## src/sv/rc_pkg.sv

```systemverilog
// shared types, constants and helpers for the rice codec
`timescale 1ns / 1ps

package rc_pkg;

  localparam int VALUE_BITS_DEF = 10;
  localparam int CHUNK_BITS_DEF = 32;

  localparam int K_BITS        = 4;
  localparam int TAIL_BITS     = 9;   // terminating one plus up to eight remainder bits
  localparam int QCOUNT_BITS   = 11;
  localparam int ACC_BITS      = 8;
  localparam int CFG_IDX_BITS  = 1;
  localparam int CFG_DATA_BITS = 4;

  localparam logic [K_BITS-1:0]      K_MAX      = 4'd8;
  localparam logic [QCOUNT_BITS-1:0] QCOUNT_MAX = 11'd2047;

  localparam logic [CFG_IDX_BITS-1:0] CFG_DIRECTION = 1'b0;
  localparam logic [CFG_IDX_BITS-1:0] CFG_RICE_K    = 1'b1;

  localparam logic DIR_DECODE = 1'b0;
  localparam logic DIR_ENCODE = 1'b1;

  typedef enum logic {
    ST_IDLE,
    ST_ENC
  } rc_state_t;

  // encoder control from the sequencer
  typedef struct packed {
    logic start;
    logic advance;
  } enc_ctl_t;

  // decoder control and status
  typedef struct packed {
    logic step;
    logic code_bit;
  } dec_ctl_t;

  typedef struct packed {
    logic emit;
    logic overflow;
  } dec_stat_t;

  // k values above eight behave as eight
  function automatic logic [K_BITS-1:0] eff_k(input logic [K_BITS-1:0] k);
    eff_k = (k > K_MAX) ? K_MAX : k;
  endfunction

endpackage

```

## src/sv/rc_enc.sv

```systemverilog
// encoder chunk generator: one chunk per advance through a shared shifter
`timescale 1ns / 1ps

module rc_enc
  import rc_pkg::*;
#(
  parameter int VALUE_BITS = VALUE_BITS_DEF,
  parameter int CHUNK_BITS = CHUNK_BITS_DEF
) (
  input  logic                            clk,
  input  enc_ctl_t                        ctl,
  input  logic [VALUE_BITS-1:0]           value,
  input  logic [K_BITS-1:0]               k,
  output logic [CHUNK_BITS-1:0]           chunk,
  output logic [$clog2(CHUNK_BITS+1)-1:0] bits,
  output logic                            last
);

  localparam int CW = $clog2(CHUNK_BITS + 1);
  localparam int NW = (VALUE_BITS + 1 > CW) ? VALUE_BITS + 1 : CW;
  localparam int EW = (VALUE_BITS > TAIL_BITS) ? VALUE_BITS : TAIL_BITS;
  localparam int XW = CHUNK_BITS + TAIL_BITS;

  logic [VALUE_BITS-1:0] zeros_r, zeros_nxt;
  logic [TAIL_BITS-1:0]  tail_r, tail_nxt;
  logic [K_BITS-1:0]     tlen_r, tlen_nxt;

  logic [EW-1:0]          val_ext;
  logic [EW-1:0]          one_k;
  logic [TAIL_BITS:0]     len_bit;
  logic [TAIL_BITS-1:0]   tail_m;
  logic [NW-1:0]          n_tot;
  logic [NW-1:0]          chunk_n;
  logic [NW-1:0]          zeros_w;
  logic [XW-1:0]          shifted;

  always_comb begin
    val_ext = EW'(value);
    one_k   = EW'(1) << k;
    len_bit = (TAIL_BITS + 1)'(1) << tlen_r;
    tail_m  = tail_r & TAIL_BITS'(len_bit - (TAIL_BITS + 1)'(1));
    zeros_w = NW'(zeros_r);
    n_tot   = zeros_w + NW'(tlen_r);
    chunk_n = NW'(CHUNK_BITS);

    zeros_nxt = zeros_r;
    tail_nxt  = tail_r;
    tlen_nxt  = tlen_r;
    shifted   = '0;
    last      = 1'b0;
    bits      = CW'(CHUNK_BITS);

    if (n_tot <= chunk_n) begin
      // everything left fits: tail left aligned after the zeros
      shifted = XW'(tail_m) << CW'(chunk_n - n_tot);
      bits    = CW'(n_tot);
      last    = 1'b1;
    end else if (zeros_w >= chunk_n) begin
      // full chunk of unary zeros
      shifted   = '0;
      zeros_nxt = zeros_r - VALUE_BITS'(CHUNK_BITS);
    end else begin
      // zeros then the top of the tail, rest goes to the next chunk
      shifted   = XW'(tail_m) >> (n_tot - chunk_n);
      zeros_nxt = '0;
      tlen_nxt  = K_BITS'(n_tot - chunk_n);
    end
    chunk = shifted[CHUNK_BITS-1:0];

    if (ctl.start) begin
      zeros_nxt = value >> k;
      tail_nxt  = TAIL_BITS'(one_k | (val_ext & (one_k - EW'(1))));
      tlen_nxt  = k + K_BITS'(1);
    end else if (!ctl.advance) begin
      zeros_nxt = zeros_r;
      tail_nxt  = tail_r;
      tlen_nxt  = tlen_r;
    end
  end

  always_ff @(posedge clk) begin
    zeros_r <= zeros_nxt;
    tail_r  <= tail_nxt;
    tlen_r  <= tlen_nxt;
  end

endmodule

```

## src/sv/rc_dec.sv

```systemverilog
// decoder: unary zero counter and remainder gatherer, one code bit per step
`timescale 1ns / 1ps

module rc_dec
  import rc_pkg::*;
#(
  parameter int VALUE_BITS = VALUE_BITS_DEF
) (
  input  logic                  clk,
  input  logic                  rst_n,
  input  dec_ctl_t              ctl,
  input  logic [K_BITS-1:0]     k,
  output dec_stat_t             stat,
  output logic [VALUE_BITS-1:0] value
);

  localparam int SW = QCOUNT_BITS + 8;
  localparam logic [SW-1:0] MAXV = SW'((SW'(1) << VALUE_BITS) - SW'(1));

  logic                   in_rem_r, in_rem_nxt;
  logic [QCOUNT_BITS-1:0] qc_r, qc_nxt;
  logic [ACC_BITS-1:0]    acc_r, acc_nxt;
  logic [K_BITS-1:0]      left_r, left_nxt;

  logic [ACC_BITS-1:0] acc_shift;
  logic [ACC_BITS-1:0] acc_sel;
  logic [K_BITS-1:0]   left_dec;
  logic [SW-1:0]       sum;
  logic                emit;

  always_comb begin
    acc_shift = {acc_r[ACC_BITS-2:0], ctl.code_bit};
    left_dec  = (left_r == '0) ? '0 : left_r - K_BITS'(1);
    acc_sel   = in_rem_r ? acc_shift : acc_r;
    sum       = (SW'(qc_r) << k) + SW'(acc_sel);

    in_rem_nxt = in_rem_r;
    qc_nxt     = qc_r;
    acc_nxt    = acc_r;
    left_nxt   = left_r;
    emit       = 1'b0;

    if (ctl.step) begin
      if (!in_rem_r) begin
        if (!ctl.code_bit) begin
          if (qc_r != QCOUNT_MAX) qc_nxt = qc_r + QCOUNT_BITS'(1);
        end else if (k == '0) begin
          emit = 1'b1;
        end else begin
          in_rem_nxt = 1'b1;
          acc_nxt    = '0;
          left_nxt   = k;
        end
      end else begin
        acc_nxt  = acc_shift;
        left_nxt = left_dec;
        if (left_dec == '0) emit = 1'b1;
      end
    end

    if (emit) begin
      in_rem_nxt = 1'b0;
      qc_nxt     = '0;
      acc_nxt    = '0;
      left_nxt   = '0;
    end

    stat.emit     = emit;
    stat.overflow = (qc_r == QCOUNT_MAX) || (sum > MAXV);
    value         = stat.overflow ? MAXV[VALUE_BITS-1:0] : sum[VALUE_BITS-1:0];
  end

  always_ff @(posedge clk) begin
    if (!rst_n) begin
      in_rem_r <= 1'b0;
      qc_r     <= '0;
      acc_r    <= '0;
      left_r   <= '0;
    end else begin
      in_rem_r <= in_rem_nxt;
      qc_r     <= qc_nxt;
      acc_r    <= acc_nxt;
      left_r   <= left_nxt;
    end
  end

endmodule

```

## src/sv/rice_codec_unit.sv

```systemverilog
// rice codec top level: config registers, sequencer, encoder, decoder, output register
//
//   channel | ports                                   | direction | transfer
//   --------+-----------------------------------------+-----------+---------------------
//   in      | in_valid in_stall in_value in_code_bit  | sink      | valid && !stall
//   out     | out_valid out_stall out_code_chunk ...  | source    | valid && !stall
//   cfg     | cfg_we cfg_index cfg_data               | sink      | cfg_we
//
// decode: one code bit per cycle while the input is not stalled, the result (if any) lands
// in the output register at the same edge the bit transfers
// encode: the value is loaded first, then the chunks leave through the shared chunk
// shifter while the output can take them, ceil((q + 1 + k) / CHUNK_BITS) chunks per value
// reset is synchronous, active low: direction encode, k two, decode state cleared
// a stalled output holds the chunk sequencer and blocks new input transfers
`timescale 1ns / 1ps

module rice_codec_unit
  import rc_pkg::*;
#(
  parameter int VALUE_BITS = VALUE_BITS_DEF,
  parameter int CHUNK_BITS = CHUNK_BITS_DEF
) (
  input  logic                            clk,
  input  logic                            rst_n,
  // input channel
  input  logic                            in_valid,
  output logic                            in_stall,
  input  logic [VALUE_BITS-1:0]           in_value,
  input  logic                            in_code_bit,
  // result channel
  output logic                            out_valid,
  input  logic                            out_stall,
  output logic [CHUNK_BITS-1:0]           out_code_chunk,
  output logic [$clog2(CHUNK_BITS+1)-1:0] out_chunk_bits,
  output logic                            out_last,
  output logic [VALUE_BITS-1:0]           out_decoded_value,
  output logic                            out_overflow,
  // configuration
  input  logic                            cfg_we,
  input  logic [CFG_IDX_BITS-1:0]         cfg_index,
  input  logic [CFG_DATA_BITS-1:0]        cfg_data
);

  localparam int CW = $clog2(CHUNK_BITS + 1);

  // configuration registers
  logic              direction_r;
  logic [K_BITS-1:0] rice_k_r;
  logic [K_BITS-1:0] k_eff;

  // sequencer
  rc_state_t state_r, state_nxt;
  logic      in_xfer;
  logic      out_free;
  enc_ctl_t  enc_ctl;
  dec_ctl_t  dec_ctl;
  dec_stat_t dec_stat;

  // datapath results
  logic [CHUNK_BITS-1:0] enc_chunk;
  logic [CW-1:0]         enc_bits;
  logic                  enc_last;
  logic [VALUE_BITS-1:0] dec_value;

  // output register
  logic                  out_valid_r, out_valid_nxt;
  logic [CHUNK_BITS-1:0] out_chunk_r, out_chunk_nxt;
  logic [CW-1:0]         out_bits_r, out_bits_nxt;
  logic                  out_last_r, out_last_nxt;
  logic [VALUE_BITS-1:0] out_dval_r, out_dval_nxt;
  logic                  out_ovf_r, out_ovf_nxt;

  assign k_eff = eff_k(rice_k_r);

  always_ff @(posedge clk) begin
    if (!rst_n) begin
      direction_r <= DIR_ENCODE;
      rice_k_r    <= K_BITS'(2);
    end else if (cfg_we) begin
      unique case (cfg_index)
        CFG_DIRECTION: direction_r <= cfg_data[0];
        CFG_RICE_K:    rice_k_r    <= cfg_data[K_BITS-1:0];
        default: ;
      endcase
    end
  end

  // output slot is free when empty or draining this cycle
  assign out_free = !out_valid_r || !out_stall;
  assign in_stall = (state_r != ST_IDLE) || !out_free;
  assign in_xfer  = in_valid && !in_stall;

  always_comb begin
    state_nxt        = state_r;
    enc_ctl.start    = 1'b0;
    enc_ctl.advance  = 1'b0;
    dec_ctl.step     = 1'b0;
    dec_ctl.code_bit = in_code_bit;

    unique case (state_r)
      ST_IDLE: begin
        if (in_xfer) begin
          if (direction_r == DIR_ENCODE) begin
            enc_ctl.start = 1'b1;
            state_nxt     = ST_ENC;
          end else begin
            dec_ctl.step = 1'b1;
          end
        end
      end
      ST_ENC: begin
        // one chunk per cycle while the output slot can take it
        if (out_free) begin
          enc_ctl.advance = 1'b1;
          if (enc_last) state_nxt = ST_IDLE;
        end
      end
      default: state_nxt = ST_IDLE;
    endcase
  end

  always_ff @(posedge clk) begin
    if (!rst_n) state_r <= ST_IDLE;
    else        state_r <= state_nxt;
  end

  rc_enc #(
    .VALUE_BITS (VALUE_BITS),
    .CHUNK_BITS (CHUNK_BITS)
  ) u_enc (
    .clk   (clk),
    .ctl   (enc_ctl),
    .value (in_value),
    .k     (k_eff),
    .chunk (enc_chunk),
    .bits  (enc_bits),
    .last  (enc_last)
  );

  rc_dec #(
    .VALUE_BITS (VALUE_BITS)
  ) u_dec (
    .clk   (clk),
    .rst_n (rst_n),
    .ctl   (dec_ctl),
    .k     (k_eff),
    .stat  (dec_stat),
    .value (dec_value)
  );

  // output register load: encoder chunk or decoded value
  always_comb begin
    out_valid_nxt = out_valid_r && out_stall;
    out_chunk_nxt = out_chunk_r;
    out_bits_nxt  = out_bits_r;
    out_last_nxt  = out_last_r;
    out_dval_nxt  = out_dval_r;
    out_ovf_nxt   = out_ovf_r;
    priority if (enc_ctl.advance) begin
      out_valid_nxt = 1'b1;
      out_chunk_nxt = enc_chunk;
      out_bits_nxt  = enc_bits;
      out_last_nxt  = enc_last;
      out_dval_nxt  = '0;
      out_ovf_nxt   = 1'b0;
    end else if (dec_stat.emit) begin
      out_valid_nxt = 1'b1;
      out_chunk_nxt = '0;
      out_bits_nxt  = '0;
      out_last_nxt  = 1'b1;
      out_dval_nxt  = dec_value;
      out_ovf_nxt   = dec_stat.overflow;
    end
  end

  always_ff @(posedge clk) begin
    if (!rst_n) out_valid_r <= 1'b0;
    else        out_valid_r <= out_valid_nxt;
  end

  always_ff @(posedge clk) begin
    out_chunk_r <= out_chunk_nxt;
    out_bits_r  <= out_bits_nxt;
    out_last_r  <= out_last_nxt;
    out_dval_r  <= out_dval_nxt;
    out_ovf_r   <= out_ovf_nxt;
  end

  assign out_valid         = out_valid_r;
  assign out_code_chunk    = out_chunk_r;
  assign out_chunk_bits    = out_bits_r;
  assign out_last          = out_last_r;
  assign out_decoded_value = out_dval_r;
  assign out_overflow      = out_ovf_r;

  // no input transfer while chunks are still being produced
  a_no_input_in_enc: assert property (@(posedge clk) disable iff (!rst_n)
    (state_r == ST_ENC) |-> in_stall)
    else $error("input transfer during encode");

  // an encode transfer always starts the chunk sequence
  a_enc_starts: assert property (@(posedge clk) disable iff (!rst_n)
    (in_xfer && direction_r == DIR_ENCODE) |=> (state_r == ST_ENC))
    else $error("encode transfer did not start chunk sequence");

  // decoder only emits in decode direction
  a_dec_dir: assert property (@(posedge clk) disable iff (!rst_n)
    dec_stat.emit |-> (direction_r == DIR_DECODE))
    else $error("decode result in encode direction");

  // encoded chunks always carry bits
  a_enc_bits: assert property (@(posedge clk) disable iff (!rst_n)
    (out_valid && direction_r == DIR_ENCODE) |-> (out_chunk_bits != '0))
    else $error("empty encoded chunk");

endmodule
```

## config.mk

```make
export PLATFORM = sky130hd
export DESIGN_NAME = rice_codec_unit
export DESIGN_NICKNAME = d
export VERILOG_FILES = /design/src/sv/rc_pkg.sv /design/src/sv/rc_enc.sv /design/src/sv/rc_dec.sv /design/src/sv/rice_codec_unit.sv
export SDC_FILE = /design/constraint.sdc
export NUM_CORES = 1
export LEC_CHECK = 0
export BUFFER_PORTS_ARGS = -buffer_cell sky130_fd_sc_hd__buf_2
export CELL_PAD_IN_SITES_DETAIL_PLACEMENT = 1
export CELL_PAD_IN_SITES_GLOBAL_PLACEMENT = 1
export CORE_MARGIN = 2
export CORE_UTILIZATION = 42
export CTS_CLUSTER_DIAMETER = 120
export CTS_CLUSTER_SIZE = 28
export DETAILED_ROUTE_END_ITERATION = 10
export GPL_TIMING_DRIVEN = 0
export PLACE_DENSITY = 0.77
export SYNTH_ARGS = -nofsm -noshare
export SYNTH_HDL_FRONTEND = slang
export SYNTH_HIERARCHICAL = 1
export SYNTH_SLANG_ARGS = --single-unit
```

## constraint.sdc

```tcl
create_clock -name clk -period 4.05 [get_ports clk]
set_input_delay 0.405 -clock clk [delete_from_list [all_inputs] [get_ports clk]]
set_output_delay 0.405 -clock clk [all_outputs]
set_load 0.05 [all_outputs]
```

# Word-level counts from Yosys, hierarchy flattened
# Cells that the tools add are included.
# totals
regBits	104
latch_bits	0
ram_bits	0
rom_bits	0
in_bits	21
output_inout_bits	52
word_cells	120
n_memories	0
# classes
addsub	10
multipliers	0
div_mod_pow	0
order_cmp	4
n_eq_ne	5
shifts	6
muxes	49
n_bitwise	8
n_reduce_logical	22
# op_table
op	n
$mux 32	4
$mux 10	5
$mux 4	9
$mux 8	4
$shl 9x6->32	1
$shr 9x11->32	1
$mux 1	23
$add 19x8->19	1
$gt 19x10->1 const B	1
$shl 11x4->19	1
$and 9x9->9	2
$mux 6	3
$shl 1x4->9 const A	2
$sub 9x1->9 const B	2
$logic_not 4->1	3
$add 10x4->11	1
$add 11x1->11 const B	1
$eq 11x11->1 const B	1
$le 11x6->1 const B	1
$ne 11x11->1 const B	1
$sub 11x6->11 const B	1
$ge 10x6->1 const B	1
$shr 10x4->10	1
$sub 10x6->10 const B	1
other kinds (17)	33

# Logic depth before layout (Yosys ltp)
# logic_depth
word_depth	11
ltp_mapped	20
mapped_depth_nobuf	17

# Cells and area by module
# The synthesis kept the hierarchy.
# modules_own_cells
mod	instances	cells_each	area_each_um2
rc_enc	1	411	3143.0
rc_dec	1	325	2483.6
rice_codec_unit	1	158	2183.3

# Worst setup path after synthesis
# No wires, ideal clock.
# synth_timing
path_kind	flip-flop to flip-flop
startpoint	register rice_k_r[3]
endpoint	register out_dval_r[8], in the netlist out_decoded_value[8]
setup_ns	0.118
arrival_ns	4.249
t_required_ns	3.932
slack_ns	-0.317
path_stages_with_launch	20
n_path_buf	3
cell_sequence	dfxtp_1 nor2b_1 buf_4 buf_12 mux2_2 mux2i_1 nand2b_1 a21oi_1 ha_1 a21oi_1 a21boi_0 o22ai_1 or3_1 or4_1 o311a_1 a211oi_2 buf_4 nand3b_2 mux2i_1 nor2_1
# synth_between
elab_chain_len	7
# synth_lines
item	line	text
start, declared	rice_codec_unit.sv:48	logic [K_BITS-1:0] rice_k_r;
start signal, assigned	rice_codec_unit.sv:82	CFG_RICE_K: rice_k_r <= cfg_data[K_BITS-1:0];
$gt 4x4->1 (*)	rc_pkg.sv:49	eff_k = (k > K_MAX) ? K_MAX : k;
$mux 4 (*)	rc_pkg.sv:49	
via k_eff[0]	rice_codec_unit.sv:49	logic [K_BITS-1:0] k_eff;
$shl 11x4->19 (*)	rc_dec.sv:35	sum = (SW'(qc_r) << k) + SW'(acc_sel);
$add 19x8->19 (*)	rc_dec.sv:35	
$gt 19x10->1	rc_dec.sv:69	stat.overflow = (qc_r == QCOUNT_MAX) || (sum > MAXV);
$logic_or 1x1->1	rc_dec.sv:69	
$mux 10 (*)	rc_dec.sv:70	value = stat.overflow ? MAXV[VALUE_BITS-1:0] : sum[VALUE_BITS-1:0];
via dec_value[8]	rice_codec_unit.sv:63	logic [VALUE_BITS-1:0] dec_value;
end signal, assigned	rice_codec_unit.sv:185	out_dval_r <= out_dval_nxt;
end, declared	rice_codec_unit.sv:70	logic [VALUE_BITS-1:0] out_dval_r, out_dval_nxt;
# Mark *: on every way through the listed nets, which the timed path passes. The rest lies on a longest branch.
# A chain may end at the register's enable or synchronous reset.

# Final worst setup path
# layout_timing
startpoint	register rice_k_r[3]
endpoint	register out_dval_r[6], in the netlist out_decoded_value[6]
# The elaborated chain is that of the path after synthesis.

==> impl_results.md <==
* I/O pin count at 73
* Register area share after synthesis at 34.6%
* CTS Buf Count at 9
* Die Y at 140 µm
* Drt initial violations at 553
* HP Class: in2reg
* Syn Inst Count at 894
* Area contributors post-synth: edfxtp_1 24%, dfxtp_1 11%, mux2i_1 5.3%
* Clock Sinks at 104
* Syn avg cell area at 8.74 µm²
* Crit path max fanout at 8
* Crit Path Category: reg2reg
* WL final at 23.5 mm
* Syn Nets at 941
* Fillers at 2,122
* Initial antenna violation count at 0
* Area Overhead vs Synth at 17.6%
* Final Max Tran Viols at 0
* Clock Latency Late Sink at 0.36 ns
* Final Util at 50.8%
* Most common cell after layout, fill and taps aside: nor2_1
* Multi-input gate area at 0.00494 mm²
* Storage element area at 0.00271 mm²
* H-tree levels at 3
* Vias in the first global route at 7,279
* Die area at 0.0197 mm²
* FFs w/ async S/R, synth at 0%
* CTS root buffer: clkbuf_16
* Area after DPL at 0.00850 mm²
* Crit end category: flop
* CP startpoint kind: flop
* Row cnt at 49
* First-pass GRT wire length at 37.9 mm
* Synth Warn # at 6
* Design Area, Final at 0.00919 mm²
* Routed vias/inst at 5.83
* M3 GR Usage at 3.11%
* Most frequent CP cell: nor2_1
* CTS tree: done
* Pwr Density at 493 mW/mm²
* Hold_buf cts at 0
* Wire per inst at 19.1 µm
* Clk buf depth at 2
* Crit path required time at 4.29 ns
* Post-synthesis register bit count at 104
* Final setup viols at 1
* Largest net degree at the start of global routing at 40
* Gr usage total at 23.7%
* Max-cap violations at 0
* Area leader, netlist: edfxtp_1
* Met1 Use GR at 32.3%
* Failing checks: setup timing
* RSZ-0062 raised after global routing: true
* Leak at 0.00355 µW
* DP Wirelength at 17.3 mm
* Status: finished, violations left
* Slew HR at 15.1%
* Pre-CTS setup slack at -0.886 ns
* PortBufs at 71
* N_diodes at 0
* Final Power at 4530 µW
* Core area at 0.0181 mm²
* Crit-path cells: nor2b_4 > buf_6 > buf_12 > mux2_4 > mux2i_4 > nor2_1 > a21oi_1 > nor2_1 > ha_1 > nand2_2 > o21ai_4 > o22ai_2 > or3_4 > or4_4 > o311a_4 > a211oi_4 > buf_6 > nand2_1 > mux2i_1 > nor2_1
* # DRC at 0
* Grt peak-use layer: met2
* Distinct cells, synth at 80
* Chip width at 140 µm
* Primary FF master, synth: edfxtp_1
* Worst-Margin Slew at 1.25 ns
* Layout cell share with drive strength beyond 1 at 21.7%
* Largest stage delay, worst path at 0.49 ns
* Nets at 1,043
* Final hold violations at 0
* Reg clk slew, reported paths at 0.07 ns
* F_max at 0.246 GHz
* Routed Antenna Nets at 0
* Via count at 7,173
* Post-synth top area share at 23.8%
* M2 GR Usage at 39.3%
* GRT overflow at 0
* DR pass1 iterations at 5
* Final period demand of the worst path at 4.07 ns
* Critical path arrival at 4.31 ns
* Synthesized area at 0.00781 mm²
* GPL Wtd Cong at 0.859
* Critical path's slowest cell: or4_4
* Fin crit share at 100%
* Post-synth EDFFs at 62
* Clock skew at 0.00712 ns
* Final worst slack at -0.0150 ns
* Most frequent cells in the layout: 101 x nor2_1, 83 x buf_2, 79 x nand2_1
* Initial core utilization at 43.2%
* Worst vdd ir at 0.000270 V
-- registers in the layout, summed over array words and instances, names as in the netlist --
name,cells
out_code_chunk,32
u_dec/qc_r,11
out_decoded_value,10
u_enc/zeros_r,10
u_enc/tail_r,9
u_dec/acc_r,8
out_chunk_bits,6
rice_k_r,4
u_dec/left_r,4
u_enc/tlen_r,4
direction_r,1
out_last,1
out_overflow,1
out_valid,1
state_r,1
u_dec/in_rem_r,1
-- synthesized netlist by cell type, types with 10 or more instances --
cell type  instances
clkbuf_1          33
and2_1            48
ha_1              24
nand2b_1          17
dfxtp_1           42
buf_2             11
o21ai_0           44
mux2i_1           41
a21oi_1           44
mux2_2            26
nand2_1           81
nor2_1           101
nor3_1            15
nand3_1           19
o21a_1            10
inv_1             25
a22oi_1           13
xnor2_1           22
edfxtp_1          62
nor2b_1           20
xor2_1            10
o22ai_1           25
-- what timing repair did --
item | 4_1_cts | 5_1_grt
pin swaps | 8 | 8
cloned | 1 | 0
buffers inserted | 15 | 4
gates resized for setup | 37 | 28
endpoints found under the setup margin | 11 | 13
-- worst paths after layout --
| kind | startpoint | endpoint | slack [ns] | cells past startpoint |
|---|---|---|---|---|
| min reg2reg | state_r$_SDFF_PN0_ | state_r$_SDFF_PN0_ | 0.50 | 2 |
| max reg2reg | rice_k_r[3]$_SDFFE_PN0P_ | out_decoded_value[6]$_SDFFE_PP0P_ | -0.02 | 20 |
| min | cfg_data[0] | direction_r$_SDFFE_PN1P_ | 0.34 | 3 |
| max | rice_k_r[3]$_SDFFE_PN0P_ | out_decoded_value[6]$_SDFFE_PP0P_ | -0.02 | 20 |
-- metrics by stage --
| step | instances | hold WS [ns] | TNS [ns] |
|---|---|---|---|
| after floorplan | 894 | 0.459 | 0 |
| after global placement | 1194 | 0.474 | -8.00 |
| after detailed placement | 1195 | 0.485 | -9.06 |
| after CTS | 1227 | 0.324 | 0 |
| after global routing | 1230 | 0.371 | -1.12 |
| final | 1230 | 0.341 | -0.0150 |
-- power by group --
part | total, µW | switching, µW | internal [µW] | leakage (µW)
clock network | 936 | 404 | 532 | 0.000165
registers | 1330 | 69.1 | 1260 | 0.000939
logic | 2260 | 1520 | 742 | 0.00244
-- area by class of cell --
type / count / area share (%)
inverters: 27 / 1.10
flip-flops and latches: 104 / 29.5
clock inverters: 4 / 0.286
well taps: 229 / 3.12
clock buffers: 12 / 3.27
plain buffers: 56 / 3.35
repair buffers: 92 / 5.67
multi-input cells: 706 / 53.7
-- layer usage --
metal / up-vias / wire [µm]
met5: - / 0
met4: 0 / 507
met3: 37 / 1010
met2: 188 / 10900
met1: 3486 / 11100
li1: 3462 / -
-- worst max-delay path, delay by kind of cell, from the launching register on --
kind / cells / cell delay [ns]
and+or+nand+nor: 8 / 1.37
AOI/OAI and AO/OA: 5 / 0.81
muxes: 3 / 0.66
buffers and inverters: 3 / 0.41
DFF: 1 / 0.38
adders and majority gates: 1 / 0.33
-- logic make-up (layout without fill, tap and decap cells) --
group / after synthesis / count (layout) / synth area share (%)
and+or+nand+nor: 347 / 347 / 22.0
muxes: 71 / 71 / 10.2
AOI/OAI and AO/OA: 229 / 229 / 20.3
xor gates and xnor gates: 33 / 33 / 3.80
DFF: 104 / 104 / 34.6
buffers and inverters: 84 / 191 / 4.81
adders and majority gates: 26 / 26 / 4.36
No activity file was read; power rests on OpenSTA's default activity.
